**src/design/ntwa_pkg.sv**
```systemverilog
`timescale 1ns / 1ps
`default_nettype none
// ----------------------------------------------------------------------------
// ntwa_pkg: shared types and codes of the neighbour table
// entry layout, result layout, operation codes and the compare unit request
// ----------------------------------------------------------------------------
package ntwa_pkg;

	// operation codes carried on s_tuser
	localparam logic [2:0] MODE_UPDATE    = 3'd0;
	localparam logic [2:0] MODE_LOOKUP    = 3'd1;
	localparam logic [2:0] MODE_LIST_ALL  = 3'd2;
	localparam logic [2:0] MODE_LIST_TYPE = 3'd3;
	localparam logic [2:0] MODE_PURGE     = 3'd4;

	localparam int unsigned KEY_W   = 32;
	localparam int unsigned TYPE_W  = 16;
	localparam int unsigned AMT_W   = 32;
	localparam int unsigned TIME_W  = 32;
	localparam int unsigned COUNT_W = 5;

	// one stored slot
	typedef struct packed {
		logic [KEY_W-1:0]         node_key;
		logic [TYPE_W-1:0]        res_type;
		logic signed [AMT_W-1:0]  res_amount;
		logic [TIME_W-1:0]        first_time;
		logic [TIME_W-1:0]        last_time;
	} entry_t;

	// one result before count and last flag are attached
	typedef struct packed {
		logic              found;
		logic              table_full;
		entry_t            ent;
		logic [TIME_W-1:0] duration;
	} res_t;

	// request to the shared compare and subtract unit
	typedef struct packed {
		logic [KEY_W-1:0]  eq_a;
		logic [KEY_W-1:0]  eq_b;
		logic [TIME_W-1:0] now;
		logic [TIME_W-1:0] sub_opnd;
		logic [TIME_W-1:0] max_age;
	} alu_in_t;

	// answer of the shared unit
	typedef struct packed {
		logic              eq;
		logic              stale;
		logic [TIME_W-1:0] diff;
	} alu_out_t;

endpackage : ntwa_pkg
`default_nettype wire

```
**src/design/ntwa_alu.sv**
```systemverilog
`timescale 1ns / 1ps
`default_nettype none
// ----------------------------------------------------------------------------
// ntwa_alu: shared compare unit
// one equality compare, one modulo subtract and one magnitude compare
// ----------------------------------------------------------------------------
module ntwa_alu (
	input  var ntwa_pkg::alu_in_t  req,
	output var ntwa_pkg::alu_out_t rsp
);

	logic [ntwa_pkg::TIME_W-1:0] diff;

	// time difference wraps modulo 2^32
	assign diff      = req.now - req.sub_opnd;
	assign rsp.diff  = diff;
	assign rsp.eq    = (req.eq_a == req.eq_b);
	assign rsp.stale = (diff > req.max_age);

endmodule : ntwa_alu
`default_nettype wire

```
**src/design/ntwa_store.sv**
```systemverilog
`timescale 1ns / 1ps
`default_nettype none
// ----------------------------------------------------------------------------
// ntwa_store: slot memory
// one write port and one read port with registered read data
// ----------------------------------------------------------------------------
module ntwa_store #(
	parameter int unsigned ENTRIES = 16,
	parameter int unsigned IW      = $clog2(ENTRIES)
) (
	input  var logic                   clk,
	input  var logic                   rd_en,
	input  var logic [IW-1:0]          rd_addr,
	output var ntwa_pkg::entry_t       rd_data,
	input  var logic                   wr_en,
	input  var logic [IW-1:0]          wr_addr,
	input  var ntwa_pkg::entry_t       wr_data
);

	ntwa_pkg::entry_t mem_q [ENTRIES];
	ntwa_pkg::entry_t rd_data_q;

	always_ff @(posedge clk) begin
		if (wr_en) begin
			mem_q[wr_addr] <= wr_data;
		end
	end

	// read data holds while no read is issued
	always_ff @(posedge clk) begin
		if (rd_en) begin
			rd_data_q <= mem_q[rd_addr];
		end
	end

	assign rd_data = rd_data_q;

endmodule : ntwa_store
`default_nettype wire

```
**src/design/neighbor_table_with_aging.sv**
```systemverilog
`timescale 1ns / 1ps
`default_nettype none
// ----------------------------------------------------------------------------
// neighbor_table_with_aging: associative neighbour table with purge by age
// keyed table of ENTRIES slots, scanned one slot at a time through one
// memory read port and one shared compare unit
// ----------------------------------------------------------------------------
// sequence: each slot passes ST_RD and ST_EV on the single memory read port;
//   update then adds ST_WR, unused codes skip the scan, and all end in ST_FIN
//   until the output register is free; a listing scan also holds in ST_EV when a
//   second match meets a full output register; a new request is taken only in ST_IDLE
// reset: valid bits and entry count cleared at once, max_age set to 1000,
//   slot memory is not cleared (no clearing pass, ready right after reset)
// ----------------------------------------------------------------------------
module neighbor_table_with_aging #(
	parameter int unsigned ENTRIES = 16
) (
	input  var logic         clk,
	input  var logic         arst_n,

	// configuration: max_age
	input  var logic         cfg_valid,
	output var logic         cfg_ready,
	input  var logic [31:0]  cfg_data,

	// request side
	input  var logic         s_tvalid,
	output var logic         s_tready,
	// node_key[31:0], res_type[47:32], res_amount[79:48], time_now[111:80]
	input  var logic [111:0] s_tdata,
	// mode[2:0]
	input  var logic [2:0]   s_tuser,

	// result side
	output var logic         m_tvalid,
	input  var logic         m_tready,
	// out_key[31:0], out_type[47:32], out_amount[79:48], out_first[111:80],
	// out_last_heard[143:112], duration[175:144], entry_count[180:176],
	// zero fill[183:181]
	output var logic [183:0] m_tdata,
	// found[0], table_full[1]
	output var logic [1:0]   m_tuser,
	// last_result
	output var logic         m_tlast
);

	localparam int unsigned IW = $clog2(ENTRIES);
	localparam int unsigned CW = $clog2(ENTRIES + 1);
	localparam logic [IW-1:0] LAST_IDX = IW'(ENTRIES - 1);

	// sequencer states
	typedef enum logic [4:0] {
		ST_IDLE = 5'b00001,
		ST_RD   = 5'b00010,
		ST_EV   = 5'b00100,
		ST_WR   = 5'b01000,
		ST_FIN  = 5'b10000
	} state_t;

	state_t state_q;

	// latched request
	logic [2:0]                          mode_q;
	logic [ntwa_pkg::KEY_W-1:0]          key_q;
	logic [ntwa_pkg::TYPE_W-1:0]         type_q;
	logic signed [ntwa_pkg::AMT_W-1:0]   amount_q;
	logic [ntwa_pkg::TIME_W-1:0]         now_q;

	logic [31:0]         max_age_q;
	logic [ENTRIES-1:0]  valid_q;
	logic [CW-1:0]       count_q;
	logic [IW-1:0]       idx_q;

	// update scan results
	logic                        hit_q;
	logic [IW-1:0]               hit_idx_q;
	logic [ntwa_pkg::TIME_W-1:0] hit_first_q;
	logic                        free_q;
	logic [IW-1:0]               free_idx_q;

	// staged result; pend_q marks a listing match not yet sent
	ntwa_pkg::res_t res_q;
	logic           pend_q;

	// output register
	logic           out_valid_q;
	ntwa_pkg::res_t out_res_q;
	logic [4:0]     out_cnt_q;
	logic           out_last_q;

	ntwa_pkg::entry_t   rd_data;
	ntwa_pkg::entry_t   wr_entry;
	ntwa_pkg::alu_in_t  alu_req;
	ntwa_pkg::alu_out_t alu_rsp;

	logic              in_acc;
	logic              out_free;
	logic              slot_valid;
	logic              is_list;
	logic              list_match;
	logic              stall;
	logic              push_pend;
	logic              fin_load;
	logic              wr_en;
	logic [IW-1:0]     wr_addr;
	logic [CW+4:0]     cnt_ext;

	assign cfg_ready = 1'b1;
	assign s_tready  = (state_q == ST_IDLE);
	assign in_acc    = s_tvalid && s_tready;
	assign out_free  = !out_valid_q || m_tready;

	assign slot_valid = valid_q[idx_q];
	assign is_list    = (mode_q == ntwa_pkg::MODE_LIST_ALL) ||
	                    (mode_q == ntwa_pkg::MODE_LIST_TYPE);
	assign list_match = is_list && slot_valid &&
	                    ((mode_q == ntwa_pkg::MODE_LIST_ALL) || alu_rsp.eq);
	// a second match can only be staged once the earlier one has left
	assign stall      = (state_q == ST_EV) && list_match && pend_q && !out_free;
	assign push_pend  = (state_q == ST_EV) && list_match && pend_q && out_free;
	assign fin_load   = (state_q == ST_FIN) && out_free;

	// entry written by update: refresh keeps key and first-heard
	always_comb begin
		wr_entry.node_key   = hit_q ? key_q : key_q;
		wr_entry.res_type   = type_q;
		wr_entry.res_amount = amount_q;
		wr_entry.first_time = hit_q ? hit_first_q : now_q;
		wr_entry.last_time  = now_q;
	end

	assign wr_en   = (state_q == ST_WR) && (hit_q || free_q);
	assign wr_addr = hit_q ? hit_idx_q : free_idx_q;

	// operand selection for the shared unit
	always_comb begin
		alu_req.now     = now_q;
		alu_req.max_age = max_age_q;
		if (mode_q == ntwa_pkg::MODE_LIST_TYPE) begin
			alu_req.eq_a = {16'd0, rd_data.res_type};
			alu_req.eq_b = {16'd0, type_q};
		end else begin
			alu_req.eq_a = rd_data.node_key;
			alu_req.eq_b = key_q;
		end
		if (state_q == ST_WR) begin
			alu_req.sub_opnd = wr_entry.first_time;
		end else if (mode_q == ntwa_pkg::MODE_PURGE) begin
			alu_req.sub_opnd = rd_data.last_time;
		end else begin
			alu_req.sub_opnd = rd_data.first_time;
		end
	end

	ntwa_alu u_alu (
		.req (alu_req),
		.rsp (alu_rsp)
	);

	ntwa_store #(
		.ENTRIES (ENTRIES),
		.IW      (IW)
	) u_store (
		.clk     (clk),
		.rd_en   (state_q == ST_RD),
		.rd_addr (idx_q),
		.rd_data (rd_data),
		.wr_en   (wr_en),
		.wr_addr (wr_addr),
		.wr_data (wr_entry)
	);

	// configuration register
	always_ff @(posedge clk or negedge arst_n) begin
		if (!arst_n) begin
			max_age_q <= 32'd1000;
		end else if (cfg_valid && cfg_ready) begin
			max_age_q <= cfg_data;
		end
	end

	// sequencer: read slot, evaluate slot, then write back or report
	always_ff @(posedge clk or negedge arst_n) begin
		if (!arst_n) begin
			state_q <= ST_IDLE;
			valid_q <= '0;
			count_q <= '0;
			idx_q   <= '0;
			hit_q   <= 1'b0;
			free_q  <= 1'b0;
			pend_q  <= 1'b0;
		end else begin
			unique case (state_q)
				ST_IDLE: begin
					if (in_acc) begin
						idx_q  <= '0;
						hit_q  <= 1'b0;
						free_q <= 1'b0;
						pend_q <= 1'b0;
						// unused codes skip the scan and report only the count
						if (s_tuser == ntwa_pkg::MODE_UPDATE ||
						    s_tuser == ntwa_pkg::MODE_LOOKUP ||
						    s_tuser == ntwa_pkg::MODE_LIST_ALL ||
						    s_tuser == ntwa_pkg::MODE_LIST_TYPE ||
						    s_tuser == ntwa_pkg::MODE_PURGE) begin
							state_q <= ST_RD;
						end else begin
							state_q <= ST_FIN;
						end
					end
				end
				ST_RD: begin
					state_q <= ST_EV;
				end
				ST_EV: begin
					unique case (mode_q) inside
						ntwa_pkg::MODE_UPDATE: begin
							if (slot_valid && alu_rsp.eq && !hit_q) begin
								hit_q <= 1'b1;
							end
							if (!slot_valid && !free_q) begin
								free_q <= 1'b1;
							end
						end
						ntwa_pkg::MODE_LOOKUP: begin
							if (slot_valid && alu_rsp.eq && !hit_q) begin
								hit_q <= 1'b1;
							end
						end
						ntwa_pkg::MODE_LIST_ALL, ntwa_pkg::MODE_LIST_TYPE: begin
							if (list_match && !stall) begin
								pend_q <= 1'b1;
							end
						end
						ntwa_pkg::MODE_PURGE: begin
							if (slot_valid && alu_rsp.stale) begin
								valid_q[idx_q] <= 1'b0;
								count_q        <= count_q - CW'(1);
							end
						end
						default: begin
						end
					endcase
					if (!stall) begin
						if (idx_q == LAST_IDX) begin
							state_q <= (mode_q == ntwa_pkg::MODE_UPDATE) ? ST_WR : ST_FIN;
						end else begin
							idx_q   <= idx_q + IW'(1);
							state_q <= ST_RD;
						end
					end
				end
				ST_WR: begin
					// new key takes the lowest free slot
					if (!hit_q && free_q) begin
						valid_q[free_idx_q] <= 1'b1;
						count_q             <= count_q + CW'(1);
					end
					state_q <= ST_FIN;
				end
				ST_FIN: begin
					if (out_free) begin
						state_q <= ST_IDLE;
					end
				end
				default: begin
					state_q <= ST_IDLE;
				end
			endcase
		end
	end

	// request and scan payload
	always_ff @(posedge clk) begin
		if (in_acc) begin
			mode_q   <= s_tuser;
			key_q    <= s_tdata[31:0];
			type_q   <= s_tdata[47:32];
			amount_q <= s_tdata[79:48];
			now_q    <= s_tdata[111:80];
			res_q    <= '0;
		end else begin
			if (state_q == ST_EV) begin
				if (mode_q == ntwa_pkg::MODE_UPDATE) begin
					if (slot_valid && alu_rsp.eq && !hit_q) begin
						hit_idx_q   <= idx_q;
						hit_first_q <= rd_data.first_time;
					end
					if (!slot_valid && !free_q) begin
						free_idx_q <= idx_q;
					end
				end
				if (mode_q == ntwa_pkg::MODE_LOOKUP && slot_valid && alu_rsp.eq && !hit_q) begin
					res_q.found      <= 1'b1;
					res_q.table_full <= 1'b0;
					res_q.ent        <= rd_data;
					res_q.duration   <= alu_rsp.diff;
				end
				if (list_match && !stall) begin
					res_q.found      <= 1'b1;
					res_q.table_full <= 1'b0;
					res_q.ent        <= rd_data;
					res_q.duration   <= alu_rsp.diff;
				end
			end
			if (state_q == ST_WR) begin
				res_q.found      <= hit_q;
				res_q.table_full <= !hit_q && !free_q;
				if (hit_q || free_q) begin
					res_q.ent      <= wr_entry;
					res_q.duration <= alu_rsp.diff;
				end else begin
					res_q.ent      <= '0;
					res_q.duration <= '0;
				end
			end
		end
	end

	// output register: staged result leaves as a middle or final result
	assign cnt_ext = {5'd0, count_q};

	always_ff @(posedge clk or negedge arst_n) begin
		if (!arst_n) begin
			out_valid_q <= 1'b0;
		end else if (push_pend || fin_load) begin
			out_valid_q <= 1'b1;
		end else if (m_tready) begin
			out_valid_q <= 1'b0;
		end
	end

	always_ff @(posedge clk) begin
		if (push_pend || fin_load) begin
			out_res_q  <= res_q;
			out_cnt_q  <= cnt_ext[4:0];
			out_last_q <= fin_load;
		end
	end

	assign m_tvalid = out_valid_q;
	assign m_tdata  = {3'd0, out_cnt_q, out_res_q.duration,
	                   out_res_q.ent.last_time, out_res_q.ent.first_time,
	                   out_res_q.ent.res_amount, out_res_q.ent.res_type,
	                   out_res_q.ent.node_key};
	assign m_tuser  = {out_res_q.table_full, out_res_q.found};
	assign m_tlast  = out_last_q;

endmodule : neighbor_table_with_aging
`default_nettype wire
```
**config.mk**
```make
export PLATFORM = sky130hd
export DESIGN_NAME = neighbor_table_with_aging
export DESIGN_NICKNAME = d
export VERILOG_FILES = /design/src/design/ntwa_pkg.sv /design/src/design/ntwa_alu.sv /design/src/design/ntwa_store.sv /design/src/design/neighbor_table_with_aging.sv
export SDC_FILE = /design/constraint.sdc
export NUM_CORES = 2
export LEC_CHECK = 0
export BUFFER_PORTS_ARGS = -buffer_cell sky130_fd_sc_hd__buf_2
export CAP_MARGIN = 5
export CORE_MARGIN = 5
export CORE_UTILIZATION = 40
export DETAILED_ROUTE_END_ITERATION = 8
export HOLD_SLACK_MARGIN = 0.08
export PLACE_DENSITY = 0.57
export REMOVE_ABC_BUFFERS = 1
export SYNTH_ARGS = -nofsm -noshare
export SYNTH_HDL_FRONTEND = slang
export SYNTH_SLANG_ARGS = --single-unit
```
**constraint.sdc**
```tcl
create_clock -name clk -period 11.4 [get_ports clk]
set_clock_uncertainty 0.1 [all_clocks]
set_input_delay 2.28 -clock clk [delete_from_list [all_inputs] [get_ports clk]]
set_output_delay 2.28 -clock clk [all_outputs]
set_load 0.05 [all_outputs]
```
==> Word-level counts from Yosys, hierarchy flattened <==
Memories as Yosys holds them, arrays and structs flattened. A register that Yosys moved wholly into a read port is not among the register bits.
Index checks and enable logic that the tools add are counted.
{ "word_totals": {"reg_bits": 583, "output_inout_bits": 190, "mem_bits_rw": 2304, "mem_count": 1, "inputBits": 152} }
{ "memory_table": {"columns": ["memory", "words", "width", "rd", "rd_clocked_by_memory_dff", "wr", "line_no", "source"], "rows": [
  ["u_store.mem_q", 16, 144, 1, 1, 1, "ntwa_store.sv:20", "ntwa_pkg::entry_t mem_q [ENTRIES];"]
]} }
{ "classes": {"n_reduce_logical": 53, "add_sub_neg": 4, "n_lt_le_gt_ge": 5, "n_bitwise": 4, "muxes": 49, "eq_ne": 28} }
{ "ops": {"columns": ["op", "n"], "rows": [
  ["$mux W178", 4],
  ["$mux W176", 1],
  ["$mux W32", 3],
  ["$mux W64", 1],
  ["$mux W16", 3],
  ["$mux W5", 9],
  ["$eq A32 B32 Y1", 1],
  ["$gt A32 B32 Y1", 1],
  ["$pmux W16 S2", 1],
  ["$sub A32 B32 Y32", 1],
  ["$reduce_and A4 Y1", 7],
  ["$pmux W5 S5", 1],
  ["$logic_and A1 B1 Y1", 21],
  ["$and A16 B16 Y16", 1],
  ["$mux W4", 4],
  ["$ne A2 B2 Y1 const B", 8],
  ["$not A16 Y16", 1],
  ["$or A16 B16 Y16", 1],
  ["$mux W1", 14],
  ["$eq A3 B2 Y1 const B", 4],
  ["$lt A4 B5 Y1 const B", 2],
  ["$ne A2 B1 Y1 const B", 5],
  ["$pmux W5 S2", 1],
  ["$logic_or A1 B1 Y1", 9],
  ["other kinds (24)", 39]
]} }

==> Longest topological paths before layout <==
{ "logic_depth": {"depth_word": 13, "mapped_depth": 28, "depth_no_buf": 25} }

==> Modules after synthesis <==
From an unflattened synthesis, not the netlist that was laid out.
{ "hier_totals": {"hier_cells": 5654, "area_unflattened_um2": 115657.2} }
{ "modules_own_cells": {"columns": ["mod", "cells_each", "instances", "area_per_inst_um2", "seq_area_each_um2"], "rows": [
  ["ntwa_store", 3773, 1, 90885.9, 73510.5],
  ["neighbor_table_with_aging", 1454, 1, 21753.4, 15403.5],
  ["ntwa_alu", 427, 1, 3017.9, 0.0]
]} }

==> Worst setup path after synthesis <==
OpenSTA, ideal clock, no wires.
{ "synth_path": {"path_type": "in2reg", "startpoint": "in m_tready", "endpoint": "reg out_res_q (netlist bit m_tdata[0]) (enable)", "path_buffers": 0, "cell_stages": 2, "arrival_time_ps": 11220, "slack_ps": -710, "path_cell_list": "nor2b_1 -> a21oi_1"} }
{ "synth_between": {"elab_chain_len": 3, "word_cells_on_any_way": 4, "cone_classes": "reduce/logical (4)"} }
{ "synth_rtl": {"columns": ["item", "line_no", "source"], "rows": [
  ["start: declaration", "neighbor_table_with_aging.sv:36", "input var logic m_tready,"],
  ["$logic_or A1 B1 Y1 *", "neighbor_table_with_aging.sv:111", "assign out_free = !out_valid_q || m_tready;"],
  ["$logic_and A1 B1 Y1, on equally long branches", "neighbor_table_with_aging.sv:120, neighbor_table_with_aging.sv:121", null],
  ["$logic_or A1 B1 Y1 *", "neighbor_table_with_aging.sv:334", "if (push_pend || fin_load) begin"],
  ["end signal: assignment", "neighbor_table_with_aging.sv:335", "out_res_q <= res_q;"],
  ["end: declaration", "neighbor_table_with_aging.sv:87", "ntwa_pkg::res_t out_res_q;"]
]} }
Every way passes the cells marked *; elsewhere a longest branch is shown, timed or not.
A chain may end at the register's enable or synchronous reset.

==> Final worst setup path <==
{ "layout_path": {"startpoint": "reg state_q[1]", "endpoint": "reg valid_q[12]"} }
{ "layout_between": {"elab_chain_len": 7, "word_cells_on_any_way": 12, "cone_classes": "add/sub (1); order compare (1); eq/ne (5); mux (2); reduce/logical (3)"} }
{ "layout_rtl": {"columns": ["item", "line_no", "source"], "rows": [
  ["start: declaration", "neighbor_table_with_aging.sv:60", "state_t state_q;"],
  ["start signal: assignment", "neighbor_table_with_aging.sv:246", "state_q <= (mode_q == ntwa_pkg::MODE_UPDATE) ? ST_WR : ST_FIN;"],
  ["$eq A5 B4 Y1", "neighbor_table_with_aging.sv:146, neighbor_table_with_aging.sv:193", null],
  ["$mux W32", "neighbor_table_with_aging.sv:146", "if (state_q == ST_WR) begin"],
  ["$sub A32 B32 Y32", "ntwa_alu.sv:15", "assign diff = req.now - req.sub_opnd;"],
  ["$gt A32 B32 Y1", "ntwa_alu.sv:18", "assign rsp.stale = (diff > req.max_age);"],
  ["$logic_and A1 B1 Y1", "neighbor_table_with_aging.sv:236", "if (slot_valid && alu_rsp.stale) begin"],
  ["$ne A2 B2 Y1 (no source line)", null, null],
  ["$reduce_and A4 Y1 (no source line)", null, null],
  ["end signal: assignment", "neighbor_table_with_aging.sv:186", "valid_q <= '0;"],
  ["end signal: indexed assignment", "neighbor_table_with_aging.sv:237", "valid_q[idx_q] <= 1'b0;"],
  ["end signal: indexed assignment", "neighbor_table_with_aging.sv:256", "valid_q[free_idx_q] <= 1'b1;"],
  ["end: declaration", "neighbor_table_with_aging.sv:70", "logic [ENTRIES-1:0] valid_q;"]
]} }
Several ways; a longest one is shown, not always the timed one.

==> run summary <==
status: complete, no violations
CTS max path bufs: 4
# Post-CTS Setup Buffers: 0
Post-synth EDFFs: 2787
DP HPWL: 159000 microns
total CTS buffers: 318
largest family of logic cells by synthesized area: multiplexers
# IOs: 342
synth unique cells: 66
CP Capture Type: flip-flop
vias per cell: 5.78
pre-CTS setup slack: 3470 ps
Setup violations, final: 0
CTS resizes: 0
crit-path max FO: 58
Starting Density: 40.2%
ys async rst share: 2.18%
Leakage: 41.7 nW
RSZ-0062 raised after global routing: false
Port-buffer cells: 337
clock-pin transition on the worst setup and hold timing paths: 60 ps
Synth Area in Compound Gates: 2.55%
Synth Flop Type: edfxtp_1
Die Height: 546 microns
Routed Antenna Nets: 0
antenna violations before repair: 18
WL per Instance: 30.8 microns
Seq cells post-synth: 3031
fmax: 125 MHz
Synth Area in Adders: 0.769%
clk_lat worst skew: 880 ps
DRC viols: 0
CTS sink count: 3031
max_slew headroom: 16.9%
WS Path Type: reg2reg
worst r2r path cells: 22
mux cell area share after synthesis: 14.8%
Area Growth Syn to Fin: 14.6%
worst hold path class: reg2reg
Layout Nets: 6076
hold buffer count at cts: 0
Core Box Area: 285000 sq um
Max Transition Viols Final: 0
global placement routability congestion: 0.819
fin crit share: 70.0%
critical path arrival: 8600 ps
largest cells by area after synthesis: edfxtp_1 (73%), mux4_2 (14%), dfxtp_1 (3.1%)
CTS tree: done
Post-Synth XOR/XNOR Area: 0.633%
minimum clock period: 7980 ps
leading area contributor after synthesis: edfxtp_1
DRT iter0 DRCs: 5753
vias in the first global route: 58.2k
Hold Path Depth: 0
CTS Root Cell: clkbuf_16
die area: 298000 sq um
first-pass detailed-route iteration total: 6
Max Cap Viol: 0
Routed WL: 304000 microns
Synth Cell Area: 115000 sq um
top-count cell post-synth: edfxtp_1
Yosys top cell area share: 72.9%
final hold violations: 0
maximum number of pins on one net before global-route repair: 131
fill cell count: 23.8k
sequential area share after synthesis: 77.4%
gr usage total: 20.0%
synth cell count leaders: edfxtp_1 (2787), mux4_2 (725), nor2_1 (237), clkbuf_1 (198), dfxtp_1 (178)
Peak VDD IR: 174 uV
H-tree Lvls: 5
share of layout cells above drive strength 1: 28.2%
worst-margin pin slew: 1250 ps
Min Hold Slack: 326 ps
Congestion Overflow GR: 0
PnR worst setup slack: 3420 ps
Vias: 57.0k
Mapped Avg Cell Area: 21.4 sq um
Startpoint Class: flip-flop
width of the die: 546 microns
power per cell area: 209 nW/um^2
Synth Warn #: 0
first-pass GRT wire length: 435000 microns
worst path required time: 12030 ps
Synth Area in Simple Gates: 2.58%
Mapped Cells: 5375
setup TNS after final layout: 0 ps
row cnt: 196
-- metrics by stage --
step	power [mW]	util (%)	cells	cell area [sq um]
2_1_floorplan	16.9	-	5086	114000
6_report	27.5	46.1	9878	132000
3_5_place_dp	17.5	42.5	9296	121000
5_1_grt	28.5	46.1	9872	132000
4_1_cts	27.7	46.1	9872	132000
3_3_place_gp	17.4	42.5	9295	121000
-- layout by cell type, fill, tap and decap left out, drive strengths merged, types with 4 or more instances in the layout --
cell / instances
a32o: 4
bufinv: 24
mux2: 34
clkbuf: 437
a21o: 13
mux4: 725
diode: 6
nand4: 16
xor2: 51
nand3b: 4
edfxtp: 2787
o21bai: 5
nor3: 165
nand2b: 4
o21ai: 68
a221oi: 144
a21oi: 114
buf: 448
mux2i: 32
nand2: 108
dfxtp: 178
conb: 4
a2111oi: 4
clkinvlp: 4
a31oi: 20
nor4: 11
inv: 65
o21a: 10
dfrtp: 59
nor2b: 9
nor2: 237
ha: 69
o22ai: 6
dfstp: 7
nand3: 48
clkinv: 101
xnor2: 32
a211oi: 12
nor3b: 4
and3: 15
-- final cells by class --
type / count / area [sq um] / area share, %
multi-input cells: 2000 / 24700 / 18.8
clock buffers: 437 / 8850 / 6.73
clock inverters: 139 / 1430 / 1.09
well taps: 3762 / 4710 / 3.58
diodes: 6 / 15.0 / 0.0114
inverters: 55 / 234 / 0.178
repair buffers: 448 / 2730 / 2.08
flip-flops and latches: 3031 / 88900 / 67.6
-- final timing paths --
kind	startpoint	end	slack [ps]
max reg2reg	state_q[1]$_DFFE_PN0P_	valid_q[12]$_DFFE_PN0P_	3420
min in group asynchronous	arst_n	max_age_q[18]$_DFFE_PN0P_	1490
max in group asynchronous	arst_n	idx_q[1]$_DFFE_PN0P_	8910
max	state_q[1]$_DFFE_PN0P_	valid_q[12]$_DFFE_PN0P_	3420
min reg2reg	res_q[171]$_SDFFE_PP0P_	m_tdata[27]$_DFFE_PP_	330
min	res_q[171]$_SDFFE_PP0P_	m_tdata[27]$_DFFE_PP_	330
-- critical path: stages, from the launching register on --
cell and delay, ps:
dfrtp_1 410, or3_1 440, nor3b_4 890, buf_4 710, nor2_1 110, a21oi_1 270
ha_1 280, nor2b_1 140, o31a_1 290, o311ai_1 600, nand2_1 260, a211oi_1 390
o21ai_1 120, xnor2_1 160, ha_1 330, and3_1 180, nand4_1 150, nor3_1 210
inv_1 90, o2111a_1 320, nor2_1 920, nand4_1 180, a32o_1 260
-- report_power, final --
part,internal [mW],total (mW),switching (mW)
clock,6.00,10.3,4.26
sequential,12.9,13.4,0.503
combinational,1.77,3.81,2.04
-- metal layers --
metal,share of wire (%),global-route usage [%],vias to the layer above
li1,-,-,23400
met1,44,29.7,30900
met2,47,31.3,2282
met3,6.9,3.33,440
met4,2.3,4.40,8
met5,0.015,0,-
-- registers in the layout (all words and copies together) (netlist names), 32 cells and up --
signal,flops
res_q,178
amount_q,32
u_store.rd_data,144
key_q,32
hit_first_q,32
max_age_q,32
now_q,32
u_store.mem_q,2304
m_tdata,176
-- logic make-up after synthesis --
group | after synthesis
multiplexers | 791
flip-flops | 3031
other | 2
AO/OA/AOI/OAI | 422
AND/OR/NAND/NOR | 630
XOR/XNOR | 83
buffers and inverters | 346
adder cells (fa/ha/maj) | 70
Note: power is estimated with default switching activity, not from simulation.
